==> src/rtl/core/qrs_pkg.sv <==
`timescale 1ns / 1ps
// Shared widths, codes and word types of the quadratic root solver.
// Used by the interfaces and by every qrs module; depends on nothing.
package qrs_pkg;

    localparam int COEF_W = 16;                // Q8.8 coefficient
    localparam int OUT_W  = 32;                // Q16.16 root
    localparam int NB_W   = 32;                // -b scaled by 2^15
    localparam int DISC_W = 35;                // signed discriminant
    localparam int DMAG_W = 34;                // discriminant magnitude
    localparam int ROOT_W = 32;                // integer square root
    localparam int RAD_W  = 2 * ROOT_W;        // radicand, |d| shifted up by 30
    localparam int REM_W  = ROOT_W + 4;        // square root remainder
    localparam int NUM_W  = 35;                // rounded dividend 2|n| + |a|
    localparam int DEN_W  = COEF_W + 1;        // divisor 2|a|
    localparam int QREM_W = DEN_W + 1;         // division remainder
    localparam int LANES  = 2;                 // two quotients per word

    typedef enum logic [1:0] {
        KIND_NONE = 2'd0,
        KIND_TWO  = 2'd1,
        KIND_ONE  = 2'd2,
        KIND_CPLX = 2'd3
    } t_kind;

    // Sideband that travels beside the square root.
    typedef struct packed {
        t_kind                     kind;
        logic signed [COEF_W-1:0]  a;
        logic signed [NB_W-1:0]    nb;
    } t_meta;

    // One quotient lane: result sign and dividend, later the quotient.
    typedef struct packed {
        logic             neg;
        logic [NUM_W-1:0] num;
    } t_lane;

    // Word that travels through the divider.
    typedef struct packed {
        t_kind                  kind;
        logic [DEN_W-1:0]       den;
        t_lane [LANES-1:0]      lane;
    } t_divw;

endpackage

==> src/rtl/core/qrs_disc.sv <==
`timescale 1ns / 1ps
// Two-stage discriminant unit: products, then d = b*b - 4ac and the root kind.
// Depends on qrs_pkg.
module qrs_disc (
    input  logic                              i_clk,
    input  logic                              i_rst_n,
    input  logic                              i_en,
    input  logic                              i_vld,
    input  logic signed [qrs_pkg::COEF_W-1:0] i_a,
    input  logic signed [qrs_pkg::COEF_W-1:0] i_b,
    input  logic signed [qrs_pkg::COEF_W-1:0] i_c,
    output logic                              o_vld,
    output qrs_pkg::t_meta                    o_meta,
    output logic [qrs_pkg::DMAG_W-1:0]        o_mag
);
    logic                                r_vld1;
    logic signed [2*qrs_pkg::COEF_W-1:0] r_bb;
    logic signed [2*qrs_pkg::COEF_W-1:0] r_ac;
    logic signed [qrs_pkg::COEF_W-1:0]   r_a1;
    logic signed [qrs_pkg::NB_W-1:0]     r_nb1;
    logic signed [qrs_pkg::NB_W-1:0]     n_nb;
    logic signed [qrs_pkg::DISC_W-1:0]   n_d;
    logic [qrs_pkg::DISC_W-1:0]          n_abs;
    qrs_pkg::t_kind                      n_kind;
    logic                                r_vld2;
    qrs_pkg::t_meta                      r_meta2;
    logic [qrs_pkg::DMAG_W-1:0]          r_mag2;

    // The negated linear term in units of 2^-23.
    assign n_nb = -(qrs_pkg::NB_W'(i_b) <<< 15);

    // First stage: the two products.
    always_ff @(posedge i_clk) begin
        if (!i_rst_n) begin
            r_vld1 <= 1'b0;
        end else if (i_en) begin
            r_vld1 <= i_vld;
        end
        if (i_en) begin
            r_bb  <= i_b * i_b;
            r_ac  <= i_a * i_c;
            r_a1  <= i_a;
            r_nb1 <= n_nb;
        end
    end

    // Second stage: exact discriminant, its magnitude and the kind of roots.
    always_comb begin
        n_d   = qrs_pkg::DISC_W'(r_bb) - (qrs_pkg::DISC_W'(r_ac) <<< 2);
        n_abs = n_d[qrs_pkg::DISC_W-1] ? qrs_pkg::DISC_W'(-n_d) : qrs_pkg::DISC_W'(n_d);
        if (r_a1 == '0) begin
            n_kind = qrs_pkg::KIND_NONE;
        end else if (n_d == '0) begin
            n_kind = qrs_pkg::KIND_ONE;
        end else if (n_d[qrs_pkg::DISC_W-1]) begin
            n_kind = qrs_pkg::KIND_CPLX;
        end else begin
            n_kind = qrs_pkg::KIND_TWO;
        end
    end

    always_ff @(posedge i_clk) begin
        if (!i_rst_n) begin
            r_vld2 <= 1'b0;
        end else if (i_en) begin
            r_vld2 <= r_vld1;
        end
        if (i_en) begin
            r_meta2.kind <= n_kind;
            r_meta2.a    <= r_a1;
            r_meta2.nb   <= r_nb1;
            r_mag2       <= n_abs[qrs_pkg::DMAG_W-1:0];
        end
    end

    assign o_vld  = r_vld2;
    assign o_meta = r_meta2;
    assign o_mag  = r_mag2;
endmodule

==> config.mk <==
export PLATFORM = sky130hd
export DESIGN_NAME = qrs_disc
export DESIGN_NICKNAME = d
export VERILOG_FILES = /design/src/rtl/core/qrs_pkg.sv /design/src/rtl/core/qrs_disc.sv
export SDC_FILE = /design/constraint.sdc
export NUM_CORES = 2
export LEC_CHECK = 0
export ABC_AREA = 0
export BUFFER_PORTS_ARGS = -buffer_cell sky130_fd_sc_hd__buf_2
export CORE_UTILIZATION = 36
export CTS_CLUSTER_DIAMETER = 40
export DETAILED_ROUTE_END_ITERATION = 10
export GPL_ROUTABILITY_DRIVEN = 0
export HOLD_SLACK_MARGIN = 0.08
export SYNTH_ARGS = -nofsm -noshare
export SYNTH_HDL_FRONTEND = slang
export SYNTH_SLANG_ARGS = --single-unit
==> constraint.sdc <==
create_clock -name i_clk -period 12.8 [get_ports i_clk]
set_input_delay 0.64 -clock i_clk [delete_from_list [all_inputs] [get_ports i_clk]]
set_output_delay 0.64 -clock i_clk [all_outputs]
set_load 0.03 [all_outputs]
==> results.md <==
* Critical setup path kind: primary input to register
* Initial antenna violation count at 1
* DP HPWL at about 48,000 µm
* Startpoint types: primary input
* CP endpoint kind: register
* Worst Max-Slew Pin Slew at just under 800 ps
* Status: finished clean
* Clk Latency, worst-skew pair at between 400 and 500 ps
* Ys flop type: edfxtp_1
* Cell area after synthesis at around 0.027 mm²
* Iteration-0 DRC Markers at roughly 970
* Finished Cell Area at around 0.029 mm²
* Num rows at 99
* Die height at 275.5 µm
* #FFs+latches synth at between 150 and 200
* Setup TNS Final at 0 ps
* Setup Viol. Count Final at 0
* Final Max Slew Viols at 0
* Leading cell type in the layout, fill and taps excluded: inv_1
* Clock root buffer: clkbuf_16
* Top Ports at approximately 140
* Fmax at about 150 MHz
* Hold_buf cts at 0
* Layout cell share with drive strength beyond 1 at just under 7%
* Starting Density at about 37%
* Post-route setup slack at 6205 ps
* Placed insts at around 3,700
* Avg Synthesized Cell Area at slightly below 10 µm²
* DRC viols at 0
* H-tree levels at 4
* Max-cap violations at 0
* Number of synthesized flops with an enable pin at 163
* RSZ-0062 raised after global routing: false
* Placed instance area at 0.02841 mm²
* First-pass GRT wire length at 97,560 µm
* Fin nets at 3,555
* Largest net degree at the start of global routing at 79
* Sequential fraction of the synthesis area at 18.33%
* FF/Latch Area at 0.004935 mm²
* Antenna-violating nets left at 0
* Fillers at 7,287
* Overall routing resource usage at 16.55%
* Area grow syn2layout at 7.871%
* Clk_skew at 15.90 ps
* Vias in the first global route at about 19,000
* Period utilization at between 50% and 60%
* Post-synthesis async set-or-reset flop share at 0%
* Port Buf Inserts at 121
* Core area at between 0.07 and 0.08 mm²
* Synth cell types at between 80 and 90
* Grt total ovfl at 0
* DR vias at between 15,000 and 20,000
* Arr. time, crit path at ~7000 ps
* Final critical-path required period at about 6600 ps
* Clk buf depth at 2
* Crit path max fanout at 14
* CTS tree: yes
* Post-Route WL at 58,790 µm
* Total CTS buffers at 17
* DRT Pass-1 Iters at 7
* WL per Instance at about 16 µm
* Slew Limit Headroom at ~48%
* Slowest Stage Delay on Critical Path at ~540 ps
* Fin. Hold Viols at 0
* Non-filler cells, final at roughly 3,800
* Worst EP required at about 13,000 ps
* Worst hold path class: primary input to register
* Clk pin slew, worst setup/hold paths at roughly 80 ps
* Clock tree sinks at 165
* Die W at ~280 µm
* Crit-path slowest cell: fa_1
* Vias per cell at between 4 and 5
* Area of the multi-input gates at between 0.015 and 0.02 mm²
* Critical Path Most Common Cell: fa_1
* Ant. Diodes at 0
* Commonest non-fill, non-tap cells in the layout: inv_1 (664), fa_1 (498), nand2_1 (246), ha_1 (206), edfxtp_1 (163)
* Die ar. at 0.07590 mm²
* Yosys warns at 0
* Number of gates resized after CTS at 0
* Post-CTS setup buffers at 0
* Pre-CTS setup slack at 5711 ps
* Post-Syn Instances at between 2,000 and 3,000
## final timing paths
check             startpoint    endpoint  slack [ps]  cells after the start
setup / recovery      i_b[3]    r_bb[26]        6200                     25
hold reg to reg    r_nb1[26]  o_meta[26]         420                      0
hold / removal       i_rst_n       o_vld         370                      2
setup reg to reg     r_bb[2]  o_meta[48]        7800                     15
## synthesized netlist by cell type, types with 16 or more instances
cell	instances	area share, %
inv_1	664	9.3
fa_1	498	37
nand2_1	246	3.4
ha_1	206	9.6
edfxtp_1	163	18
and2_1	161	3.7
nor2_1	113	1.6
xnor2_1	105	3.4
a21oi_1	76	1.4
clkbuf_1	71	0.99
o21ai_0	47	0.87
a21o_1	42	1.2
xor2_1	32	1.0
nor3_1	26	0.48
nand3_1	23	0.43
nand2b_1	20	0.46
and3_1	16	0.37
buf_4	16	0.45
## area by class of cell
type | count | share of cell area (%)
Multi-Input combinational cell | 1822 | 65.86
Clock buffer | 17 | 1.465
Timing Repair Buffer | 125 | 2.210
Tap cell | 959 | 4.131
Sequential cell | 165 | 16.99
Inverter | 668 | 8.632
Clock inverter | 15 | 0.7150
## sequential cells by signal, indices dropped and copies added (netlist names)
signal and count:
r_nb1 16, r_a1 16, o_mag 33, r_bb 31, r_vld1 1, o_vld 1
r_ac 32, o_meta 35
## through the flow
step	hold slack, ps	utilization (%)
finish	371.4	39.55
global route	351.5	39.55
CTS	342.6	39.55
detailed placement	404.5	38.68
global placement	401.7	38.68
floorplan	400.3	-
## layer usage
layer,vias up,global-route usage [%],part of all wire (%)
met4,0,5.103,2.3
met1,9312,21.63,43
li1,8529,-,-
met3,69,2.244,4.3
met5,-,0,0
met2,394,28.38,50
## worst max-delay path: cells and delay by family
kind                     cells  cell delay [ps]
AO/OA/AOI/OAI                8             1310
XOR/XNOR                     2              260
adder cells (fa/ha/maj)      7             3120
buffers and inverters        5              850
AND/OR/NAND/NOR              3              620
## kinds of logic (layout without fill, tap and decap cells)
group / after synthesis / after routing / synth area share (%)
compound gates: 281 / 281 / 6.984
xor+xnor: 138 / 138 / 4.558
fa+ha+maj: 704 / 704 / 46.59
buf+inv: 760 / 825 / 10.83
flops: 165 / 165 / 18.33
mux: 6 / 6 / 0.2230
other cells: 1 / 15 / 0.01393
simple gates: 678 / 678 / 12.48
Power is left out: the tool's default activity adds up to more than one toggle a clock period on the data nets, which glitch-free logic cannot reach.
